**src/rtl/core/ecfan_pkg.sv**
```systemverilog
package ecfan_pkg;

	localparam logic [1:0] FUNC_PORT_WR = 2'd0;
	localparam logic [1:0] FUNC_PORT_RD = 2'd1;
	localparam logic [1:0] FUNC_SENSOR  = 2'd2;

	localparam logic [7:0] CMD_READ   = 8'h80;
	localparam logic [7:0] CMD_WRITE  = 8'h81;
	localparam logic [7:0] REG_MODE   = 8'h23;
	localparam logic [7:0] REG_DUTY   = 8'h2D;
	localparam logic [7:0] REG_RPM_HI = 8'h2E;
	localparam logic [7:0] REG_RPM_LO = 8'h2F;
	localparam logic [7:0] REG_TEMP   = 8'h70;
	localparam logic [7:0] MODE_RESET = 8'h02;

	typedef enum logic [3:0] {
		PH_IDLE     = 4'b0001,
		PH_RD_ADDR  = 4'b0010,
		PH_WR_ADDR  = 4'b0100,
		PH_WR_VALUE = 4'b1000
	} phase_t;

	typedef struct packed {
		logic        rd_en;
		logic        wr_en;
		logic        sensor_en;
		logic [7:0]  addr;
		logic [7:0]  wdata;
		logic [15:0] rpm;
		logic [7:0]  temp;
	} space_req_t;

	typedef struct packed {
		logic [7:0] rd_data;
		logic [7:0] mode;
		logic [7:0] duty;
	} space_rsp_t;

endpackage

```
**src/rtl/core/ec_host_interface_fan_regs.sv**
```systemverilog
// A beat accepted goes into the stage-1 register, then into the output register.
// Throughput: one beat per cycle while out_ready drains results; the register
// RAM has one read and one write port, and the output register lets a new beat
// in while a result waits. Reset clears the transaction state, OBF, the output
// buffer and the entry valid bits; the RAM itself is not cleared.
module ec_host_interface_fan_regs #(
	parameter int SPACE_DEPTH = 256
) (
	input  logic        clk,
	input  logic        arst_n,
	input  logic        in_valid,
	output logic        in_ready,
	input  logic [1:0]  func,
	input  logic        to_command_port,
	input  logic [7:0]  write_byte,
	input  logic [15:0] rpm_sample,
	input  logic [7:0]  temp_sample,
	output logic        out_valid,
	input  logic        out_ready,
	output logic [7:0]  read_byte,
	output logic [7:0]  cur_mode,
	output logic [7:0]  cur_duty,
	output logic        bad_command
);
	import ecfan_pkg::*;

	phase_t     phase_q, phase_d;
	logic [7:0] pending_q, pending_d;
	logic       out_full_q, out_full_d;
	logic [7:0] out_buffer_q;

	logic       s1_valid_q;
	logic       load_s1;
	logic       use_buf_s1;
	logic [7:0] rd_fixed_s1;
	logic [7:0] mode_s1;
	logic [7:0] duty_s1;
	logic       bad_s1;

	logic       out_valid_q;

	space_req_t req;
	space_rsp_t rsp;

	logic       accept;
	logic       s1_move;
	logic       load_d;
	logic       use_buf_d;
	logic [7:0] rd_fixed_d;
	logic       bad_d;

	assign s1_move  = s1_valid_q && (!out_valid_q || out_ready);
	assign in_ready = !s1_valid_q || s1_move;
	assign accept   = in_valid && in_ready;

	always_comb begin
		phase_d       = phase_q;
		pending_d     = pending_q;
		out_full_d    = out_full_q;
		load_d        = 1'b0;
		use_buf_d     = 1'b0;
		rd_fixed_d    = 8'h00;
		bad_d         = 1'b0;
		req.rd_en     = 1'b0;
		req.wr_en     = 1'b0;
		req.sensor_en = 1'b0;
		req.addr      = write_byte;
		req.wdata     = write_byte;
		req.rpm       = rpm_sample;
		req.temp      = temp_sample;
		if (accept) begin
			unique case (func)
				FUNC_PORT_WR: begin
					if (to_command_port) begin
						if (write_byte == CMD_READ) begin
							phase_d = PH_RD_ADDR;
						end else if (write_byte == CMD_WRITE) begin
							phase_d = PH_WR_ADDR;
						end else begin
							bad_d   = 1'b1;
							phase_d = PH_IDLE;
						end
					end else begin
						unique case (phase_q)
							PH_RD_ADDR: begin
								req.rd_en  = 1'b1;
								load_d     = 1'b1;
								out_full_d = 1'b1;
								phase_d    = PH_IDLE;
							end
							PH_WR_ADDR: begin
								pending_d = write_byte;
								phase_d   = PH_WR_VALUE;
							end
							PH_WR_VALUE: begin
								req.wr_en = 1'b1;
								req.addr  = pending_q;
								phase_d   = PH_IDLE;
							end
							default: begin
							end
						endcase
					end
				end
				FUNC_PORT_RD: begin
					if (to_command_port) begin
						rd_fixed_d = {7'd0, out_full_q};
					end else begin
						use_buf_d  = 1'b1;
						out_full_d = 1'b0;
					end
				end
				FUNC_SENSOR: begin
					req.sensor_en = 1'b1;
				end
				default: begin
				end
			endcase
		end
	end

	ecfan_space #(
		.SPACE_DEPTH(SPACE_DEPTH)
	) u_space (
		.clk   (clk),
		.arst_n(arst_n),
		.req   (req),
		.rsp   (rsp)
	);

	always_ff @(posedge clk or negedge arst_n) begin
		if (!arst_n) begin
			phase_q      <= PH_IDLE;
			pending_q    <= '0;
			out_full_q   <= 1'b0;
			out_buffer_q <= '0;
			s1_valid_q   <= 1'b0;
			out_valid_q  <= 1'b0;
		end else begin
			phase_q    <= phase_d;
			pending_q  <= pending_d;
			out_full_q <= out_full_d;
			if (accept) begin
				s1_valid_q <= 1'b1;
			end else if (s1_move) begin
				s1_valid_q <= 1'b0;
			end
			if (s1_move) begin
				out_valid_q <= 1'b1;
				if (load_s1) begin
					out_buffer_q <= rsp.rd_data;
				end
			end else if (out_ready) begin
				out_valid_q <= 1'b0;
			end
		end
	end

	always_ff @(posedge clk) begin
		if (accept) begin
			load_s1     <= load_d;
			use_buf_s1  <= use_buf_d;
			rd_fixed_s1 <= rd_fixed_d;
			mode_s1     <= rsp.mode;
			duty_s1     <= rsp.duty;
			bad_s1      <= bad_d;
		end
		if (s1_move) begin
			read_byte   <= use_buf_s1 ? out_buffer_q : rd_fixed_s1;
			cur_mode    <= mode_s1;
			cur_duty    <= duty_s1;
			bad_command <= bad_s1;
		end
	end

	assign out_valid = out_valid_q;

endmodule

```
**src/rtl/core/ecfan_space.sv**
```systemverilog
module ecfan_space #(
	parameter int SPACE_DEPTH = 256
) (
	input  logic                   clk,
	input  logic                   arst_n,
	input  ecfan_pkg::space_req_t  req,
	output ecfan_pkg::space_rsp_t  rsp
);
	import ecfan_pkg::*;

	localparam int AW = $clog2(SPACE_DEPTH);

	logic [7:0]             mem [SPACE_DEPTH];
	logic [SPACE_DEPTH-1:0] valid_q;
	logic [7:0]             mem_rd_q;
	logic                   rd_zero_q;
	logic                   rd_shadow_q;
	logic [7:0]             shadow_rd_q;
	logic [7:0]             mode_q;
	logic [7:0]             duty_q;
	logic [7:0]             rpm_hi_q;
	logic [7:0]             rpm_lo_q;
	logic [7:0]             temp_q;

	logic          in_range;
	logic [AW-1:0] idx;
	logic          is_shadow;
	logic [7:0]    shadow_val;

	assign in_range  = {1'b0, req.addr} < 9'(SPACE_DEPTH);
	assign idx       = req.addr[AW-1:0];
	assign is_shadow = (req.addr == REG_MODE) || (req.addr == REG_DUTY) ||
		(req.addr == REG_RPM_HI) || (req.addr == REG_RPM_LO) || (req.addr == REG_TEMP);

	always_comb begin
		shadow_val = temp_q;
		priority if (req.addr == REG_MODE) begin
			shadow_val = mode_q;
		end else if (req.addr == REG_DUTY) begin
			shadow_val = duty_q;
		end else if (req.addr == REG_RPM_HI) begin
			shadow_val = rpm_hi_q;
		end else if (req.addr == REG_RPM_LO) begin
			shadow_val = rpm_lo_q;
		end else begin
			shadow_val = temp_q;
		end
	end

	always_ff @(posedge clk) begin
		if (req.wr_en && in_range && !is_shadow) begin
			mem[idx] <= req.wdata;
		end
		if (req.rd_en) begin
			mem_rd_q    <= mem[idx];
			shadow_rd_q <= shadow_val;
		end
	end

	always_ff @(posedge clk or negedge arst_n) begin
		if (!arst_n) begin
			valid_q     <= '0;
			rd_zero_q   <= 1'b1;
			rd_shadow_q <= 1'b0;
			mode_q      <= MODE_RESET;
			duty_q      <= '0;
			rpm_hi_q    <= '0;
			rpm_lo_q    <= '0;
			temp_q      <= '0;
		end else begin
			if (req.wr_en && in_range) begin
				if (!is_shadow) begin
					valid_q[idx] <= 1'b1;
				end
				if (req.addr == REG_MODE)   mode_q   <= req.wdata;
				if (req.addr == REG_DUTY)   duty_q   <= req.wdata;
				if (req.addr == REG_RPM_HI) rpm_hi_q <= req.wdata;
				if (req.addr == REG_RPM_LO) rpm_lo_q <= req.wdata;
				if (req.addr == REG_TEMP)   temp_q   <= req.wdata;
			end
			if (req.sensor_en) begin
				rpm_hi_q <= req.rpm[15:8];
				rpm_lo_q <= req.rpm[7:0];
				temp_q   <= req.temp;
			end
			if (req.rd_en) begin
				rd_shadow_q <= in_range && is_shadow;
				rd_zero_q   <= !in_range || (!is_shadow && !valid_q[idx]);
			end
		end
	end

	assign rsp.rd_data = rd_zero_q ? 8'h00 : (rd_shadow_q ? shadow_rd_q : mem_rd_q);
	assign rsp.mode    = (req.wr_en && req.addr == REG_MODE) ? req.wdata : mode_q;
	assign rsp.duty    = (req.wr_en && req.addr == REG_DUTY) ? req.wdata : duty_q;

endmodule

```
**config.mk**
```make
export PLATFORM = sky130hd
export DESIGN_NAME = ec_host_interface_fan_regs
export DESIGN_NICKNAME = d
export VERILOG_FILES = /design/src/rtl/core/ecfan_pkg.sv /design/src/rtl/core/ec_host_interface_fan_regs.sv /design/src/rtl/core/ecfan_space.sv
export SDC_FILE = /design/constraint.sdc
export NUM_CORES = 2
export LEC_CHECK = 0
export BUFFER_PORTS_ARGS = -buffer_cell sky130_fd_sc_hd__buf_2
export CORE_MARGIN = 2
export CORE_UTILIZATION = 46
export CTS_BUF_LIST = sky130_fd_sc_hd__clkbuf_4
export CTS_CLUSTER_SIZE = 24
export DETAILED_ROUTE_END_ITERATION = 8
export SLEW_MARGIN = 20
export SYNTH_ARGS = -nofsm -noshare
export SYNTH_HDL_FRONTEND = slang
export SYNTH_SLANG_ARGS = --single-unit
```
**constraint.sdc**
```tcl
create_clock -name clk -period 11.02 [get_ports clk]
set_clock_uncertainty 0.15 [all_clocks]
set_input_delay 3.306 -clock clk [delete_from_list [all_inputs] [get_ports clk]]
set_output_delay 3.306 -clock clk [all_outputs]
set_load 0.01 [all_outputs]
```
======== Yosys cells after proc, flatten, opt, wreduce, memory -nomap -nowiden ========
Memory sizes are Yosys's and may differ from the RTL's. A register that Yosys moved wholly into a read port is not among the register bits.
Cells that the tools add are included.
cells by class
  order comparisons ....................... 2
  equal/unequal tests ..................... 15
  muxes and demuxes ....................... 47
  bitwise logic cells ..................... 4
  reductions and logical operators ........ 40
operators with widths
  operator              number
  $or A256 B256 Y256    1
  $mux W8               21
  $eq A8 B6 Y1 const B  4
  $eq A8 B8 Y1 const B  2
  $mux W1               16
  $reduce_and A2 Y1     8
  $reduce_bool A2 Y1    7
  $mux W11              1
  $lt A8 B9 Y1 const B  1
  $bmux W1 S8           1
  $demux W1 S8          1
  $eq A8 B7 Y1 const B  1
  $ge A8 B1 Y1 const B  1
  $pmux W4 S2           1
  $logic_and A1 B1 Y1   7
  $logic_or A1 B1 Y1    6
  $mux W3               2
  $reduce_and A5 Y1     1
  $eq A4 B2 Y1 const B  1
  $eq A4 B3 Y1 const B  1
  $eq A4 B4 Y1 const B  1
  $logic_not A1 Y1      4
  $mux W2               2
  $mux W4               1
  other kinds (12)      16
storage, ports and cells
  register bits ........................... 381
  memory bits (writable) .................. 2048
  input port bits ......................... 39
  logic and storage cells ................. 135
  memories kept ........................... 1
memories
  name         words  width  read ports  clocked after Yosys merged registers in  wr ports  line               source
  u_space.mem  256    8      1           1                                        1         ecfan_space.sv:13  logic [7:0] mem [SPACE_DEPTH];

======== Longest topological paths before layout ========
  depth after elaboration ................. 15
  depth in mapped cells ................... 17
  depth with buffers taken out ............ 11

======== Hierarchy ========
Synthesis repeated with hierarchy kept, for this count alone.
second synthesis, totals
  cell total of the unflattened synthesis .. 4630
  area, all modules ....................... 94873.5 um^2
modules (own cells, without submodules)
  module                      times used  cells each  area each (um^2)  seq. area each (um^2)
  ecfan_space                 1           4478        92258.5           69439.1
  ec_host_interface_fan_regs  1           152         2615.0            1928.1

======== Least setup slack after synthesis ========
No wires, ideal clock.
  path kind ............................... input-to-output
  start ................................... input port out_ready
  end ..................................... output port in_ready
  data arrival time ....................... 3.921 ns
  path slack .............................. 3.643 ns
  cell stages on the path ................. 3
  buffers on the path ..................... 1
  cells stage by stage .................... and3b_1 inv_1 clkbuf_1
between the ends
  longest elaborated chain between the ends .. 3
RTL lines
  what                 line                              source
  from (decl)          ec_host_interface_fan_regs.sv:19  input logic out_ready,
  $logic_or A1 B1 Y1   ec_host_interface_fan_regs.sv:52  assign s1_move = s1_valid_q && (!out_valid_q || out_ready);
  $logic_and A1 B1 Y1  ec_host_interface_fan_regs.sv:52
  $logic_or A1 B1 Y1   ec_host_interface_fan_regs.sv:53  assign in_ready = !s1_valid_q || s1_move;
  to (decl)            ec_host_interface_fan_regs.sv:12  output logic in_ready,
No other way between the ends.

======== Worst setup path after layout ========
  start ................................... input port out_ready
  end ..................................... register u_space.mem_rd_q[6] (read register of u_space.mem) (data pin)
between the ends
  longest elaborated chain between the ends .. 5
RTL lines
  what                 line                              source
  $logic_or A1 B1 Y1   ec_host_interface_fan_regs.sv:52
  $logic_and A1 B1 Y1  ec_host_interface_fan_regs.sv:52
  $logic_or A1 B1 Y1   ec_host_interface_fan_regs.sv:53
  $logic_and A1 B1 Y1  ec_host_interface_fan_regs.sv:54  assign accept = in_valid && in_ready;
  $mux W11             ec_host_interface_fan_regs.sv:71  if (accept) begin
  to (decl)            ecfan_space.sv:15                 logic [7:0] mem_rd_q;
No other way between the ends.
A chain may end at the register's enable or synchronous reset.

==> flow_summary.yaml <==
status:
  status: "complete, but fails checks"
  violations: "design-rule violations"
power:
  switching_share_pct: 24.44
  power.density_nw_per_um2: 176.2
  p_switching_uw: 4762
  pwr-share-comb_pct: 6.3
  leakage_uw: 0.04083
  ir_worst_vdd_mv: 0.1014
  p_clk_share_pct: 42.0
  internal_power_uw: 14720
  p_seq_share_pct: 51.7
grt:
  grt_overflow: 0
  antenna_found_initial: 30
  grt.total_usage_pct: 32.55
  grt_max_degree: 173
  grt_pass1_wl_um: 502200
  first_global_vias: 66800
drt:
  drc: 1
  routedWlPerCell_um: 31.64
  via_count: 70500
  drt_pass1_iterations: 9
  final_antenna_net_count: 0
  wl_um: 359700
  initialDrtViolationCount: 11010
  via_per_inst: 6.202
synthesis:
  synth-edff-count: 2109
  synthArstFlopShare_pct: 13.21
  ys_types: 83
  synth_cells: 7528
  synth_warnings: 0
  netlist_area_um2: 98190
  synth_seq_cells: 2430
  postSynthAreaPerCell_um2: 13.04
  ys_seq_area_share_pct: 72.68
  synth_flop_cell: "edfxtp_1"
worst_setup_path:
  critPathArrivalTime_ps: 9490
  slowest_delay_ps: 1210
  crit_type: "primary input to flop"
  startpoint_type: "primary input"
  startpoint: "out_ready"
  timing.rr.start: "out_valid"
  crit_required_ps: 12000
  ff2ff_path_depth: 13
  crit_chain: "buf_2, and3b_1, inv_1, nand4_1, buf_4, nand2_8, nor2_2, buf_4, a32oi_1, a21oi_1, or3_1, nand4_1, nor4_1, nand4_1"
  cpMaxStageDelayCell: "nor4_1"
  cp_common_cell: "nand4_1"
  reg2reg_to: "u_space.mem_rd_q[6]"
  r2r_slack_ps: 4140
  end_kind: "flop"
  crit_end: "u_space.mem_rd_q[6]"
  cp_max_fo: 41
sta:
  slew_headroom_pct: 12.13
  period_minus_slack_ps: 8512
  rsz0062_at_grt: "false"
  timing.final.crit_share_pct: 77.24
  fin_tns_setup_ps: 0
  fmax_mhz: 117.5
  slew_violations: 0
  hold_viol_final: 0
  worst_hold_slack_ps: 231.4
  worstMarginPinSlew_ps: 1310
  setup_violations: 0
floorplanning:
  fp.dieH_um: 466.0
  core.rowCount: 169
  fp.dieW_um: 466.0
  start_util_pct: 46.30
  die_area_um2: 217200
  coreArea_um2: 212100
  top_level_ports: 66
final_layout:
  fin_util_pct: 52.14
  nets: 8079
  final_area_um2: 110600
  multi_input_area_um2: 24620
  fill_cells: 18240
  final-seq-area_um2: 71370
  area_growth_syn_to_layout_pct: 12.63
  drive_gt1_share_pct: 19.79
placed_design:
  placed_area_um2: 102200
  port-buffer-count: 65
  hpwl_um: 215600
  gp_congestion: 1.005
cts:
  cts_buffer_depth: 4
  h-tree-depth: 6
  cts_resized: 0
  clock_tree.root_cell: "clkbuf_4"
  cts_tree: "done"
  clkSinkCount: 2430
  numCtsBuffers: 639
  path_clk_slew_ps: 80
  worst_skew_pair.late_latency_ps: 1450
  hold_buffers: 0
  cts_setup_buffers: 0
worst_hold_path:
  min_path_type: "flop to flop"
  min_path_cells: 0
job:
  maxCapViolations: 0
==> cell families (layout without fill, tap and decap cells) <==
family	Yosys count	count (layout)	share of synthesized area, %
AOI/OAI and AO/OA	893	893	6.566
xor gates and xnor gates	1	1	0.008921
buffers and inverters	497	1460	2.671
DFF	2430	2430	72.68
muxes	203	203	2.119
other	1	57	0.003819
and+or+nand+nor	3503	3503	15.95
==> how the worst min path moves through the flow <==
stage	from	end	slack [ps]
3_5_place_dp	u_space.valid_q[45]	u_space.valid_q[45]	220
3_3_place_gp	u_space.valid_q[45]	u_space.valid_q[45]	220
2_1_floorplan	bad_s1	bad_command	250
4_1_cts	u_space.valid_q[46]	u_space.valid_q[46]	230
6_report	u_space.valid_q[112]	u_space.valid_q[112]	230
5_1_grt	u_space.valid_q[45]	u_space.valid_q[45]	240
==> metrics by stage <==
step | instances | power [µW] | worst slack (ps)
after global routing | 11350 | 20050 | 2583
after CTS | 11350 | 19490 | 2669
after global placement | 10220 | 11440 | 1678
after detailed placement | 10220 | 11450 | 1716
after floorplan | 7567 | 10810 | 3643
final | 11370 | 19480 | 2508
==> worst max-delay path: cells and delay by family <==
kind | cells | cell delay, ps
buffers and inverters | 4 | 1550
and+or+nand+nor | 8 | 4160
AOI/OAI and AO/OA | 2 | 380
==> flip-flops by register name, summed over array words and instances (netlist names), 4 cells and up <==
register and cells:
cur_duty 8, cur_mode 8, duty_s1 8, mode_s1 8
out_buffer_q 8, pending_q 8, phase_q 4, read_byte 8
u_space.duty_q 8, u_space.mem 2048, u_space.mem_rd_q 8, u_space.mode_q 8
u_space.rpm_hi_q 8, u_space.rpm_lo_q 8, u_space.shadow_rd_q 8, u_space.temp_q 8
u_space.valid_q 256
==> area by class of cell <==
| type | instances | area share [%] |
|---|---|---|
| repair buffers | 324 | 2.403 |
| clock buffers | 1006 | 6.829 |
| multi-input cells | 4640 | 22.27 |
| diodes | 17 | 0.03847 |
| well taps | 2821 | 3.192 |
| clock inverters | 125 | 0.7229 |
| flip-flops and latches | 2430 | 64.53 |
| inverters | 5 | 0.01697 |
==> per-layer routing <==
layer	vias to the layer above	global-route usage, %	wire length [µm]
li1	29180	-	-
met1	35030	42.86	132700
met3	1032	10.76	48550
met5	-	0.5051	266
met2	5243	46.80	154900
met4	22	19.55	23370
==> placed cells by master, fill, tap and decap left out, types with 17 or more instances in the layout <==
master | synthesis | final
clkbuf_4 | 0 | 1006
nand4_1 | 74 | 74
diode_2 | 0 | 17
mux2i_1 | 164 | 163
conb_1 | 1 | 40
buf_4 | 53 | 235
mux2_2 | 39 | 39
o21ai_0 | 59 | 56
or2_2 | 194 | 194
nor2_2 | 8 | 23
buf_2 | 284 | 56
nand3_1 | 594 | 594
dfrtp_1 | 318 | 318
nand2_1 | 1883 | 1875
buf_12 | 0 | 24
edfxtp_1 | 2109 | 2109
or2_1 | 57 | 57
nor3_1 | 37 | 35
a31oi_1 | 119 | 117
a211oi_1 | 169 | 162
a32oi_1 | 65 | 65
a311oi_1 | 142 | 141
a21oi_1 | 153 | 153
nor2_1 | 343 | 324
and3_1 | 230 | 230
clkinv_1 | 1 | 98
nor4_1 | 20 | 19
o22ai_1 | 41 | 41
==> synth_stat cells (all sizes together) (16+ instances only) <==
library cell | n | area share [%]
edfxtp | 2109 | 64
nand2 | 1890 | 7.3
nand3 | 594 | 3.0
buf | 389 | 2.3
nor2 | 354 | 1.4
dfrtp | 318 | 8.1
or2 | 251 | 1.6
and3 | 230 | 1.5
a211oi | 172 | 1.3
mux2i | 164 | 1.7
a21oi | 153 | 0.78
a311oi | 142 | 1.3
a31oi | 119 | 0.76
clkbuf | 103 | 0.39
nand4 | 74 | 0.47
a32oi | 65 | 0.58
o21ai | 62 | 0.32
o22ai | 41 | 0.26
mux2 | 39 | 0.45
nor3 | 39 | 0.22
nor4 | 20 | 0.13
o31ai | 16 | 0.17
==> power by group through the flow <==
stage	Clock, µW	Sequential, µW	Combinational [µW]
after CTS	8230	10100	1190
after global routing	8720	10100	1260
final	8170	10100	1240
after global placement	0	10300	1180
after detailed placement	0	10300	1190
after floorplan	0	10300	544
(Power assumes the default switching activity.)
